===== config.mk =====
export PLATFORM = sky130hd
export DESIGN_NAME = eth_ip_l4_header_parser_flat
export DESIGN_NICKNAME = d
export VERILOG_FILES = /design/src/hw/rtl/eip_pkg.sv /design/src/hw/rtl/eip_if.sv /design/src/hw/rtl/eth_ip_l4_header_parser.sv /design/src/hw/rtl/eip_parse.sv /design/src/hw/rtl/eip_queue.sv /design/src/hw/rtl/eip_emit.sv /design/src/flat_wrapper.sv
export SDC_FILE = /design/constraint.sdc
export NUM_CORES = 2
export LEC_CHECK = 0
export BUFFER_PORTS_ARGS = -buffer_cell sky130_fd_sc_hd__buf_4
export CORE_AREA = 2 2 631 633
export DETAILED_ROUTE_END_ITERATION = 8
export DIE_AREA = 0 0 633 635
export PLACE_DENSITY = 0.48
export SLEW_MARGIN = 20
export SYNTH_ARGS = -nofsm -noshare
export SYNTH_HDL_FRONTEND = slang
export SYNTH_SLANG_ARGS = --single-unit

===== constraint.sdc =====
create_clock -name clk -period 22.7 [get_ports clk]
set_clock_uncertainty 0.15 [all_clocks]
set_input_delay 4.54 -clock clk [delete_from_list [all_inputs] [get_ports clk]]
set_output_delay 4.54 -clock clk [all_outputs]
set_load 0.005 [all_outputs]

===== src/hw/rtl/eip_pkg.sv =====
// Shared constants and types for the Ethernet/IP/L4 header parser.
// No dependencies.
package eip_pkg;
  localparam int FRAME_COUNT_BITS = 16;
  localparam int CAP_BYTES = 68;
  localparam int RUN_LEN = 15;
  localparam int QUEUE_DEPTH = 4;

  localparam logic [3:0] TAG_CLASS = 4'd0;
  localparam logic [3:0] TAG_ECN = 4'd1;
  localparam logic [3:0] TAG_DST_MAC = 4'd2;
  localparam logic [3:0] TAG_SRC_MAC = 4'd3;
  localparam logic [3:0] TAG_REM_HI = 4'd4;
  localparam logic [3:0] TAG_REM_LO = 4'd5;
  localparam logic [3:0] TAG_LOC_HI = 4'd6;
  localparam logic [3:0] TAG_LOC_LO = 4'd7;
  localparam logic [3:0] TAG_FAMILY = 4'd8;
  localparam logic [3:0] TAG_REM_PORT = 4'd9;
  localparam logic [3:0] TAG_LOC_PORT = 4'd10;
  localparam logic [3:0] TAG_POFF = 4'd11;
  localparam logic [3:0] TAG_PLEN = 4'd12;
  localparam logic [3:0] TAG_SEQ = 4'd13;
  localparam logic [3:0] TAG_ACK = 4'd14;
  localparam logic [3:0] TAG_LAST = 4'd14;

  localparam logic [2:0] CLS_DROP = 3'd0;
  localparam logic [2:0] CLS_UDP = 3'd1;
  localparam logic [2:0] CLS_TCP_DATA = 3'd2;
  localparam logic [2:0] CLS_SYN = 3'd3;
  localparam logic [2:0] CLS_SYNACK = 3'd4;
  localparam logic [2:0] CLS_FIN = 3'd5;

  // One classified frame, handed from the parser to the emitter.
  typedef struct packed {
    logic [2:0]  cls;
    logic [1:0]  ecn;
    logic [47:0] dst_mac;
    logic [47:0] src_mac;
    logic [63:0] rem_hi;
    logic [63:0] rem_lo;
    logic [63:0] loc_hi;
    logic [63:0] loc_lo;
    logic        is_v6;
    logic [15:0] rem_port;
    logic [15:0] loc_port;
    logic [6:0]  poff;
    logic [15:0] plen;
    logic [31:0] seq;
    logic [31:0] ack;
  } frame_rec_t;
endpackage


===== src/hw/rtl/eip_if.sv =====
// Valid/ready channel interfaces for the parser.
// Depends on nothing.
interface eip_byte_if (input logic clk);
  logic       valid;
  logic       ready;
  logic [7:0] data_byte;
  logic       end_of_frame;
  modport source (output valid, data_byte, end_of_frame, input ready);
  modport sink (input valid, data_byte, end_of_frame, output ready);
endinterface

interface eip_field_if (input logic clk);
  logic        valid;
  logic        ready;
  logic [3:0]  field_tag;
  logic [63:0] field_value;
  logic        last_of_run;
  modport source (output valid, field_tag, field_value, last_of_run, input ready);
  modport sink (input valid, field_tag, field_value, last_of_run, output ready);
endinterface


===== src/hw/rtl/eth_ip_l4_header_parser.sv =====
// Top level of the Ethernet/IPv4/IPv6/UDP/TCP header parser.
// Depends on eip_pkg, eip_if, eip_parse, eip_queue, eip_emit.
//
//  channel  | dir | payload
//  in_ch    | in  | data_byte, end_of_frame
//  out_ch   | out | field_tag, field_value, last_of_run
//
// Bytes are taken one per cycle; the last byte is classified in that cycle.
// A frame yields 1 (drop) or 15 output beats, one per cycle from the emitter while out_ready is high.
// Up to four classified frames wait in the queue and one more at the parser
// output; bytes stall only while both are full.
// Reset (rst, synchronous) clears counters and queue pointers.
module eth_ip_l4_header_parser (
  input logic clk,
  input logic rst,
  eip_byte_if.sink    in_ch,
  eip_field_if.source out_ch
);
  import eip_pkg::*;

  logic pv, pr, qv, qr;
  frame_rec_t prec, qrec;

  eip_parse u_parse (
    .clk, .rst,
    .in_valid(in_ch.valid), .in_ready(in_ch.ready),
    .data_byte(in_ch.data_byte), .end_of_frame(in_ch.end_of_frame),
    .rec_valid(pv), .rec_ready(pr), .rec(prec)
  );

  eip_queue u_queue (
    .clk, .rst,
    .wr_valid(pv), .wr_ready(pr), .wr_data(prec),
    .rd_valid(qv), .rd_ready(qr), .rd_data(qrec)
  );

  eip_emit u_emit (
    .clk, .rst,
    .rec_valid(qv), .rec_ready(qr), .rec(qrec),
    .out_valid(out_ch.valid), .out_ready(out_ch.ready),
    .field_tag(out_ch.field_tag), .field_value(out_ch.field_value),
    .last_of_run(out_ch.last_of_run)
  );
endmodule


===== src/hw/rtl/eip_parse.sv =====
// Front part: captures frame bytes, classifies the frame at its last byte.
// Depends on eip_pkg.
module eip_parse (
  input  logic                clk,
  input  logic                rst,
  input  logic                in_valid,
  output logic                in_ready,
  input  logic [7:0]          data_byte,
  input  logic                end_of_frame,
  output logic                rec_valid,
  input  logic                rec_ready,
  output eip_pkg::frame_rec_t rec
);
  import eip_pkg::*;

  localparam logic [FRAME_COUNT_BITS-1:0] MAX_COUNT = '1;

  logic [7:0] cap [CAP_BYTES];
  logic [FRAME_COUNT_BITS-1:0] byte_position;
  logic [FRAME_COUNT_BITS-1:0] len;
  logic fire, hold_valid;
  frame_rec_t r, hold;

  // One record held at the output; new frame ends may overwrite only if taken.
  assign in_ready = !hold_valid || rec_ready;
  assign fire = in_valid && in_ready;
  assign rec_valid = hold_valid;
  assign rec = hold;

  always_ff @(posedge clk) begin
    if (fire && byte_position < FRAME_COUNT_BITS'(CAP_BYTES))
      cap[byte_position[6:0]] <= data_byte;
  end

  always_ff @(posedge clk) begin
    if (rst) begin
      byte_position <= '0;
      hold_valid <= 1'b0;
    end else begin
      if (rec_ready) hold_valid <= 1'b0;
      if (fire) begin
        if (end_of_frame) begin
          byte_position <= '0;
          hold_valid <= 1'b1;
        end else if (byte_position != MAX_COUNT) begin
          byte_position <= byte_position + 1'b1;
        end
      end
    end
  end

  always_ff @(posedge clk) begin
    if (fire && end_of_frame) hold <= r;
  end

  // Capture view that includes the current (possibly last) byte.
  function automatic logic [7:0] cb(input logic [6:0] k, input logic [7:0] cur,
                                    input logic [FRAME_COUNT_BITS-1:0] pos);
    logic [7:0] v;
    v = cap[k];
    if (FRAME_COUNT_BITS'(k) == pos) v = cur;
    return v;
  endfunction

  logic [FRAME_COUNT_BITS-1:0] iplen, tot, pl, tl, ul, hl;
  logic [6:0] t;
  logic [7:0] proto, flags, b0, b14, b15, thl;
  logic ok, v4, v6, udp, tcp;
  logic [2:0] cls;

  always_comb begin
    len = (byte_position == MAX_COUNT) ? byte_position : byte_position + 1'b1;
    iplen = len - FRAME_COUNT_BITS'(14);
    b0 = cb(7'd0, data_byte, byte_position);
    b14 = cb(7'd14, data_byte, byte_position);
    b15 = cb(7'd15, data_byte, byte_position);
    v4 = {cb(7'd12, data_byte, byte_position), cb(7'd13, data_byte, byte_position)}
         == 16'h0800;
    v6 = {cb(7'd12, data_byte, byte_position), cb(7'd13, data_byte, byte_position)}
         == 16'h86DD;
    tot = FRAME_COUNT_BITS'({cb(7'd16, data_byte, byte_position),
                             cb(7'd17, data_byte, byte_position)});
    pl = FRAME_COUNT_BITS'({cb(7'd18, data_byte, byte_position),
                            cb(7'd19, data_byte, byte_position)});
    ok = (len >= FRAME_COUNT_BITS'(14)) && !b0[0];
    t = v6 ? 7'd54 : 7'd34;
    tl = v6 ? pl : tot - FRAME_COUNT_BITS'(20);
    if (v4) begin
      ok = ok && iplen >= FRAME_COUNT_BITS'(20) && b14 == 8'h45 && iplen >= tot &&
           tot >= FRAME_COUNT_BITS'(20)
           && {8'd0, cb(7'd16, data_byte, byte_position),
               cb(7'd17, data_byte, byte_position)} <= 24'(MAX_COUNT);
      proto = cb(7'd23, data_byte, byte_position);
    end else if (v6) begin
      ok = ok && iplen >= FRAME_COUNT_BITS'(40) &&
           {1'b0, pl} + 17'd40 <= {1'b0, iplen} &&
           {cb(7'd18, data_byte, byte_position),
            cb(7'd19, data_byte, byte_position)} <= 16'(MAX_COUNT);
      proto = cb(7'd20, data_byte, byte_position);
    end else begin
      ok = 1'b0;
      proto = 8'd0;
    end
    udp = proto == 8'd17;
    tcp = proto == 8'd6;
    ul = FRAME_COUNT_BITS'({cb(t + 7'd4, data_byte, byte_position),
                            cb(t + 7'd5, data_byte, byte_position)});
    thl = cb(t + 7'd12, data_byte, byte_position);
    hl = FRAME_COUNT_BITS'({thl[7:4], 2'b00});
    flags = cb(t + 7'd13, data_byte, byte_position);
    cls = CLS_DROP;
    if (udp) begin
      if (tl >= FRAME_COUNT_BITS'(8) && tl >= ul && ul >= FRAME_COUNT_BITS'(8) &&
          {cb(t + 7'd4, data_byte, byte_position),
           cb(t + 7'd5, data_byte, byte_position)} <= 16'(MAX_COUNT))
        cls = CLS_UDP;
    end else if (tcp) begin
      if (tl >= FRAME_COUNT_BITS'(20) && hl >= FRAME_COUNT_BITS'(20) && tl >= hl) begin
        if (flags == 8'h10 && tl != hl) cls = CLS_TCP_DATA;
        else if (flags[1]) cls = flags[4] ? CLS_SYNACK : CLS_SYN;
        else if (flags[0]) cls = CLS_FIN;
      end
    end
    if (!ok) cls = CLS_DROP;

    r.cls = cls;
    r.is_v6 = v6;
    r.ecn = v6 ? b15[5:4] : b15[1:0];
    for (int i = 0; i < 6; i++) begin
      r.dst_mac[47-8*i -: 8] = cb(7'(i), data_byte, byte_position);
      r.src_mac[47-8*i -: 8] = cb(7'(6 + i), data_byte, byte_position);
    end
    for (int i = 0; i < 8; i++) begin
      r.rem_hi[63-8*i -: 8] = cb(7'(22 + i), data_byte, byte_position);
      r.rem_lo[63-8*i -: 8] = cb(7'(30 + i), data_byte, byte_position);
      r.loc_hi[63-8*i -: 8] = cb(7'(38 + i), data_byte, byte_position);
      r.loc_lo[63-8*i -: 8] = cb(7'(46 + i), data_byte, byte_position);
    end
    if (!v6) begin
      r.rem_hi = '0;
      r.loc_hi = '0;
      r.rem_lo = {32'd0, cb(7'd26, data_byte, byte_position),
                  cb(7'd27, data_byte, byte_position),
                  cb(7'd28, data_byte, byte_position),
                  cb(7'd29, data_byte, byte_position)};
      r.loc_lo = {32'd0, cb(7'd30, data_byte, byte_position),
                  cb(7'd31, data_byte, byte_position),
                  cb(7'd32, data_byte, byte_position),
                  cb(7'd33, data_byte, byte_position)};
    end
    r.rem_port = {cb(t, data_byte, byte_position), cb(t + 7'd1, data_byte, byte_position)};
    r.loc_port = {cb(t + 7'd2, data_byte, byte_position),
                  cb(t + 7'd3, data_byte, byte_position)};
    r.poff = udp ? t + 7'd8 : t + 7'(hl);
    r.plen = udp ? 16'(ul - FRAME_COUNT_BITS'(8)) : 16'(tl - hl);
    for (int i = 0; i < 4; i++) begin
      r.seq[31-8*i -: 8] = udp ? 8'd0 : cb(t + 7'(4 + i), data_byte, byte_position);
      r.ack[31-8*i -: 8] = udp ? 8'd0 : cb(t + 7'(8 + i), data_byte, byte_position);
    end
  end
endmodule


===== src/hw/rtl/eip_queue.sv =====
// Short record queue between the parser and the emitter.
// Depends on eip_pkg.
module eip_queue (
  input  logic                clk,
  input  logic                rst,
  input  logic                wr_valid,
  output logic                wr_ready,
  input  eip_pkg::frame_rec_t wr_data,
  output logic                rd_valid,
  input  logic                rd_ready,
  output eip_pkg::frame_rec_t rd_data
);
  import eip_pkg::*;
  localparam int AW = $clog2(QUEUE_DEPTH);

  frame_rec_t slots [QUEUE_DEPTH];
  logic [AW-1:0] wp, rp;
  logic [AW:0] count;
  logic wr, rd;

  assign wr_ready = count != (AW+1)'(QUEUE_DEPTH);
  assign rd_valid = count != '0;
  assign rd_data = slots[rp];
  assign wr = wr_valid && wr_ready;
  assign rd = rd_valid && rd_ready;

  always_ff @(posedge clk) begin
    if (wr) slots[wp] <= wr_data;
  end

  always_ff @(posedge clk) begin
    if (rst) begin
      wp <= '0;
      rp <= '0;
      count <= '0;
    end else begin
      if (wr) wp <= wp + 1'b1;
      if (rd) rp <= rp + 1'b1;
      count <= count + (AW+1)'(wr) - (AW+1)'(rd);
    end
  end
endmodule


===== src/hw/rtl/eip_emit.sv =====
// Back part: steps through a record and emits its tagged field run.
// Depends on eip_pkg.
module eip_emit (
  input  logic                clk,
  input  logic                rst,
  input  logic                rec_valid,
  output logic                rec_ready,
  input  eip_pkg::frame_rec_t rec,
  output logic                out_valid,
  input  logic                out_ready,
  output logic [3:0]          field_tag,
  output logic [63:0]         field_value,
  output logic                last_of_run
);
  import eip_pkg::*;

  logic [3:0] emit_index;
  logic drop, last, take;
  logic [63:0] val;

  assign drop = rec.cls == CLS_DROP;
  assign last = drop || emit_index == TAG_LAST;
  assign take = !out_valid || out_ready;
  assign rec_ready = rec_valid && take && last;

  always_comb begin
    case (emit_index)
      TAG_CLASS: val = 64'(rec.cls);
      TAG_ECN: val = 64'(rec.ecn);
      TAG_DST_MAC: val = 64'(rec.dst_mac);
      TAG_SRC_MAC: val = 64'(rec.src_mac);
      TAG_REM_HI: val = rec.rem_hi;
      TAG_REM_LO: val = rec.rem_lo;
      TAG_LOC_HI: val = rec.loc_hi;
      TAG_LOC_LO: val = rec.loc_lo;
      TAG_FAMILY: val = rec.is_v6 ? 64'd6 : 64'd4;
      TAG_REM_PORT: val = 64'(rec.rem_port);
      TAG_LOC_PORT: val = 64'(rec.loc_port);
      TAG_POFF: val = 64'(rec.poff);
      TAG_PLEN: val = 64'(rec.plen);
      TAG_SEQ: val = 64'(rec.seq);
      TAG_ACK: val = 64'(rec.ack);
      default: val = '0;
    endcase
  end

  always_ff @(posedge clk) begin
    if (rst) begin
      emit_index <= TAG_CLASS;
      out_valid <= 1'b0;
    end else if (take) begin
      out_valid <= rec_valid;
      if (rec_valid) emit_index <= last ? TAG_CLASS : emit_index + 1'b1;
    end
  end

  always_ff @(posedge clk) begin
    if (take && rec_valid) begin
      field_tag <= emit_index;
      field_value <= val;
      last_of_run <= last;
    end
  end
endmodule


===== src/flat_wrapper.sv =====
// flat-port wrapper written by rule: the top's interface ports become plain ports
module eth_ip_l4_header_parser_flat import eip_pkg::*;
  (clk, rst, in_ch_valid, in_ch_data_byte, in_ch_end_of_frame, in_ch_ready, out_ch_valid, out_ch_field_tag, out_ch_field_value, out_ch_last_of_run, out_ch_ready);
  eip_byte_if in_ch_i (.clk(clk));
  eip_field_if out_ch_i (.clk(clk));
  input logic clk;
  input logic rst;
  input wire logic [$bits(in_ch_i.valid)-1:0] in_ch_valid;
  input wire logic [$bits(in_ch_i.data_byte)-1:0] in_ch_data_byte;
  input wire logic [$bits(in_ch_i.end_of_frame)-1:0] in_ch_end_of_frame;
  output wire logic [$bits(in_ch_i.ready)-1:0] in_ch_ready;
  output wire logic [$bits(out_ch_i.valid)-1:0] out_ch_valid;
  output wire logic [$bits(out_ch_i.field_tag)-1:0] out_ch_field_tag;
  output wire logic [$bits(out_ch_i.field_value)-1:0] out_ch_field_value;
  output wire logic [$bits(out_ch_i.last_of_run)-1:0] out_ch_last_of_run;
  input wire logic [$bits(out_ch_i.ready)-1:0] out_ch_ready;
  assign in_ch_i.valid = in_ch_valid;
  assign in_ch_i.data_byte = in_ch_data_byte;
  assign in_ch_i.end_of_frame = in_ch_end_of_frame;
  assign in_ch_ready = in_ch_i.ready;
  assign out_ch_valid = out_ch_i.valid;
  assign out_ch_field_tag = out_ch_i.field_tag;
  assign out_ch_field_value = out_ch_i.field_value;
  assign out_ch_last_of_run = out_ch_i.last_of_run;
  assign out_ch_i.ready = out_ch_ready;
  eth_ip_l4_header_parser u_core (.clk(clk), .rst(rst), .in_ch(in_ch_i), .out_ch(out_ch_i));
endmodule

## Yosys cells after proc, flatten, opt, wreduce, memory -nomap -nowiden

Memory sizes are Yosys's and may differ from the RTL's. A register that Yosys moved wholly into a read port is not among the register bits.
Index checks and enable logic that the tools add are counted.

- Word-level logic and storage cells: 270
- Flip-flop bits (word level): 463
- Output and inout bits: 71
- Memories kept: 2
- RAM bits: 2452

- Order comparisons: 15
- Equal/unequal tests: 76
- Muxes and demuxes: 92
- Reduce and logical (&&, ||, !) cells: 37
- $add $sub $neg: 25

Memories:

| name | depth | bits a word | read ports | clocked after memory_dff | wr ports | RTL line | RTL |
|---|---|---|---|---|---|---|---|
| u_core.u_queue.slots | 4 | 477 | 1 | 1 | 1 | eip_queue.sv:16 | `frame_rec_t slots [QUEUE_DEPTH];` |
| u_core.u_parse.cap | 68 | 8 | 67 | 24 | 1 | eip_parse.sv:18 | `logic [7:0] cap [CAP_BYTES];` |

Operators with widths:

| operator | count |
|---|---|
| $pmux W64 S15 | 1 |
| $mux W8 | 60 |
| $eq A6 B16 Y1 const A | 22 |
| $eq A5 B16 Y1 const A | 15 |
| $mux W160 | 1 |
| $eq A7 B16 Y1 | 6 |
| $mux W16 | 5 |
| $eq A4 B16 Y1 const A | 4 |
| $ge A16 B4 Y1 const B | 3 |
| $ge A16 B5 Y1 const B | 3 |
| $add A6 B4 Y7 const B | 6 |
| $eq A16 B16 Y1 const B | 2 |
| $eq A2 B16 Y1 const A | 2 |
| $eq A3 B16 Y1 const A | 2 |
| $ge A16 B16 Y1 | 2 |
| $le A16 B16 Y1 const B | 2 |
| $sub A16 B4 Y16 const B | 2 |
| $add A6 B3 Y7 const B | 4 |
| $eq A4 B4 Y1 const B | 7 |
| $logic_and A1 B1 Y1 | 21 |
| $mux W3 | 7 |
| $add A16 B6 Y17 const B | 1 |
| $le A17 B16 Y1 | 1 |
| $add A16 B1 Y16 const B | 1 |
| 38 further kinds | 65 |

## Depth between registers and ports, before layout

- Depth after elaboration: 13
- Gate-level depth with buffers: 31

## Modules after synthesis

A second synthesis with hierarchy kept.

- Cell total of the unflattened synthesis: 6715
- Area, all modules: 119492.1 um^2

By module, submodules not included:

| module | seq. area each (um^2) | cells each | area each (um^2) | instances |
|---|---|---|---|---|
| eip_queue | 57475.1 | 2540 | 69330.2 | 1 |
| eip_parse | 30459.2 | 3610 | 44654.1 | 1 |
| eip_emit | 2172.1 | 565 | 5507.8 | 1 |

## Worst setup path after synthesis

No wires, ideal clock.

- Path type: input port to flip-flop
- Start: input port in_ch_valid
- End: register, netlist name u_core.u_parse.rec[0]
- Data required time: 21727 ps
- Arrival time: 13795 ps
- Buffers on the path: 0
- Path slack: 7933 ps
- Cell stages on the path: 2
- Cell sequence: nand3_1 > inv_1

- Cells in the longest elaborated chain, start to end: 2

Ends and longest elaborated chain:

| what | RTL line | RTL |
|---|---|---|
| start: declaration | flat_wrapper.sv:8 | `input wire logic [$bits(in_ch_i.valid)-1:0] in_ch_valid;` |
| $logic_and A1 B1 Y1 | eip_parse.sv:26 | `assign fire = in_valid && in_ready;` |
| $logic_and A1 B1 Y1 | eip_parse.sv:53 | `if (fire && end_of_frame) hold <= r;` |

Every way passes these cells.
A chain may end at the register's enable or synchronous reset.

==> results.py <==
metrics = {
    "placed_design": {
        "dp_hpwl_um": 220500,
        "gp_congestion": 0.8654,
        "portBuffers": 83,
        "dpl_cell_area_mm2": 0.1254,
    },
    "timing": {
        "maxSlewHeadroom_pct": 22.43,
        "holdWs_ps": 300.9,
        "period_minus_slack_ps": 8958,
        "final.setup.tns_ps": 0,
        "worstMarginPinSlew_ps": 1164,
        "hold_viol": 0,
        "rsz0062_at_grt": "no",
        "fmax_mhz": 111.6,
        "period_share_pct": 39.46,
        "drv_slew": 0,
        "setup_viol": 0,
    },
    "synth": {
        "synth_cell_types": 89,
        "yosys_warnings": 0,
        "synth_area_mm2": 0.1182,
        "synthCells": 6594,
        "yosysMostFrequentCell": "edfxtp_1",
        "synth_nets": 6679,
        "seq_area_frac_synth_pct": 76.04,
        "synth_top_area_share_pct": 75.51,
        "synthMuxAreaShare_pct": 10.95,
        "synthArstFlopShare_pct": 0,
        "synthFlopType": "edfxtp_1",
        "ys_ff_latch": 3003,
        "yosysTopAreaCell": "edfxtp_1",
        "yosys-top-cells-area": "edfxtp_1 76%, mux4_2 9.1%, nand2_1 1.7%, nor2_1 1.5%, a22oi_1 1.4%",
        "syn_avg_cell_area_um2": 17.92,
        "synth_top_family_by_area": "multiplexers",
        "synth_commonest_cells": "2972 x edfxtp_1, 528 x nand2_1, 475 x mux4_2",
        "post_synth_fa_ha_maj_area_fraction_pct": 0.7750,
        "synth_compound_area_share_pct": 4.796,
        "synthXorXnorAreaFrac_pct": 0.6574,
        "synthSimpleGateAreaFrac_pct": 5.385,
        "synth_edf_count": 2972,
    },
    "global_routing": {
        "grt_max_degree": 138,
        "grt-ovfl-total": 0,
        "grt_pass1_vias": 62980,
        "antenna_found_initial": 25,
        "grt_pass1_wl_um": 499100,
        "grt_usage_pct": 17.41,
    },
    "die": {
        "die_area_mm2": 0.4020,
        "die_w_um": 633,
        "core_area_mm2": 0.3948,
        "placementRows": 231,
        "start_util_pct": 29.93,
        "io_pins": 84,
        "dieHeight_um": 635,
    },
    "detailed_routing": {
        "ant_nets": 0,
        "wl_met1_um": 159800,
        "dr_wl_met2_um": 166600,
        "viasPerCell": 5.141,
        "vias": 63270,
        "drt_wl_total_um": 358400,
        "drt_first_iter_violations": 7198,
        "highest_layer": "met5",
        "detail_route.drc_violations": 0,
        "dr.pass1.iters": 7,
        "met3WireLength_um": 23400,
        "routedWlPerCell_um": 29.12,
    },
    "critical_path": {
        "end_kind": "flop",
        "cp.arrival_ps": 9500,
        "cp.required_ps": 23250,
        "crit_path_max_fanout": 76,
        "crit_type": "input port to flop",
        "worstSetupStartpointType": "input port",
    },
    "power": {
        "p_clk_share_pct": 42.7,
        "irDropWorstVdd_uv": 60.67,
        "pwr-share-seq_pct": 52.2,
        "switching_share_pct": 22.12,
        "p_sw_mw": 2.691,
        "p_comb_share_pct": 5.2,
        "power.density_mw_per_mm2": 89.59,
        "cellLeakagePower_nw": 42.32,
        "cellInternalPower_mw": 9.476,
    },
    "clock_network": {
        "cts_resized": 0,
        "clock-sinks": 3003,
        "cts_setup_buffers": 0,
        "h-tree-depth": 5,
        "cts-buffers-inserted": 334,
        "tritoncts": "yes",
        "clockRootBuffer": "clkbuf_16",
        "path_clk_slew_ps": 60,
        "worstSkewPairLatency_ps": 960,
        "cts_hold_buf": 0,
        "cts_buffer_depth": 4,
    },
    "layout": {
        "nets": 6879,
        "area_growth_pct": 14.91,
        "regArea_mm2": 0.08987,
        "utilization_pct": 34.40,
        "multi_input_area_mm2": 0.02680,
        "design_area_mm2": 0.1358,
        "fill_cells": 37470,
        "drive_above_1_share_pct": 19.14,
    },
    "hold_path": {
        "hp-class": "flop to flop",
    },
    "outcome": {
        "status": "complete, no violations",
    },
    "flow_run": {
        "max_cap_viol_count": 0,
    },
}
-- per-layer routing --
metal  vias to the layer above  track usage (%)
met1                     33860            25.17
met5                         -                0
li1                      26770                -
met3                       391            2.838
met2                      2259            27.31
met4                         2            4.300
-- worst max-delay path, stage by stage --
cell and delay [ps]:
buf_6 150, buf_4 290, nor4_1 330, o22ai_1 220
or4_4 730, clkinv_8 380, a32o_1 290, nand3_1 150
o21ai_0 460, ha_1 330, a21o_1 180, a21o_1 190
a21o_1 220, a21oi_1 160, nand2_1 130, o21ai_0 200
o21ai_0 160, mux2_2 290
-- power groups by stage --
stage | registers, mW | clock network, mW | logic (mW)
6_report | 6.35 | 5.19 | 0.628
5_1_grt | 6.36 | 5.52 | 0.674
4_1_cts | 6.35 | 5.31 | 0.656
3_5_place_dp | 6.46 | 0 | 0.655
3_3_place_gp | 6.45 | 0 | 0.653
2_1_floorplan | 6.50 | 0 | 0.322
-- cell usage in the layout, fill, tap and decap left out, types with 15 or more instances in the layout --
cell type  count
a22o_1        15
o21ai_0      188
ha_1          70
inv_1         44
a22oi_1      217
mux2i_1      100
a21oi_1      296
nor2b_1       15
dfxtp_1       29
xor2_1        30
and3_1        21
nor2_1       464
buf_4        217
nand3_1      128
mux2_2       107
nand2_1      527
edfxtp_1    2972
o22ai_1       74
xnor2_1       56
mux4_2       475
clkbuf_1      79
or3_1         16
bufinv_16     19
clkbuf_16    340
clkinv_1      75
nand4_1       48
nor3_1        42
clkinv_2      56
nor4_1        23
-- through the flow --
| step | setup WS [ps] | cells | total power [mW] |
|---|---|---|---|
| final | 13740 | 12310 | 12.17 |
| after global routing | 13440 | 12310 | 12.55 |
| after global placement | 12530 | 11700 | 7.108 |
| after CTS | 13790 | 12310 | 12.32 |
| after floorplan | 7933 | 6594 | 6.823 |
| after detailed placement | 12780 | 11700 | 7.119 |
-- flip-flops by register name (all words and copies together) (netlist names), named ones only --
register	flops
u_core.u_queue.count	3
u_core.u_emit.emit_index	4
u_core.u_queue.rp	2
u_core.u_parse.rec	475
u_core.u_emit.last_of_run	1
u_core.u_queue.wp	2
u_core.u_emit.field_tag	4
u_core.u_emit.out_valid	1
u_core.u_emit.field_value	64
u_core.u_parse.byte_position	16
u_core.u_parse.cap	528
u_core.u_parse.rec_valid	1
u_core.u_queue.slots	1900
-- logic make-up (layout without fill, tap and decap cells) --
| logic type | count (synthesis) | after routing |
|---|---|---|
| buffers and inverters | 420 | 889 |
| XOR/XNOR | 87 | 87 |
| adder cells (fa/ha/maj) | 72 | 72 |
| multiplexers | 684 | 684 |
| AO/OA/AOI/OAI | 909 | 909 |
| flip-flops | 3003 | 3003 |
| AND/OR/NAND/NOR | 1419 | 1419 |
| other | 0 | 3 |
-- final timing paths --
kind / end / from / slack [ps] / depth (start not counted)
setup / recovery: u_core.u_parse.rec[75] / in_ch_data_byte[5] / 13740 / 18
hold / removal: u_core.u_queue.slots[1][195] / u_core.u_parse.rec[195] / 300 / 0
setup reg to reg: u_core.u_parse.rec[474] / u_core.u_parse.byte_position[5] / 15840 / 21
hold reg to reg: u_core.u_queue.slots[1][195] / u_core.u_parse.rec[195] / 300 / 0
-- final cells by class --
class / instances / area share [%]
diodes: 3 / 0.005528
clock buffers: 419 / 6.483
clock inverters: 186 / 1.181
inverters: 47 / 0.1446
multi-input cells: 3171 / 19.73
flip-flops and latches: 3003 / 66.18
well taps: 5242 / 4.830
repair buffers: 237 / 1.443
No activity file was read; power rests on OpenSTA's default activity.
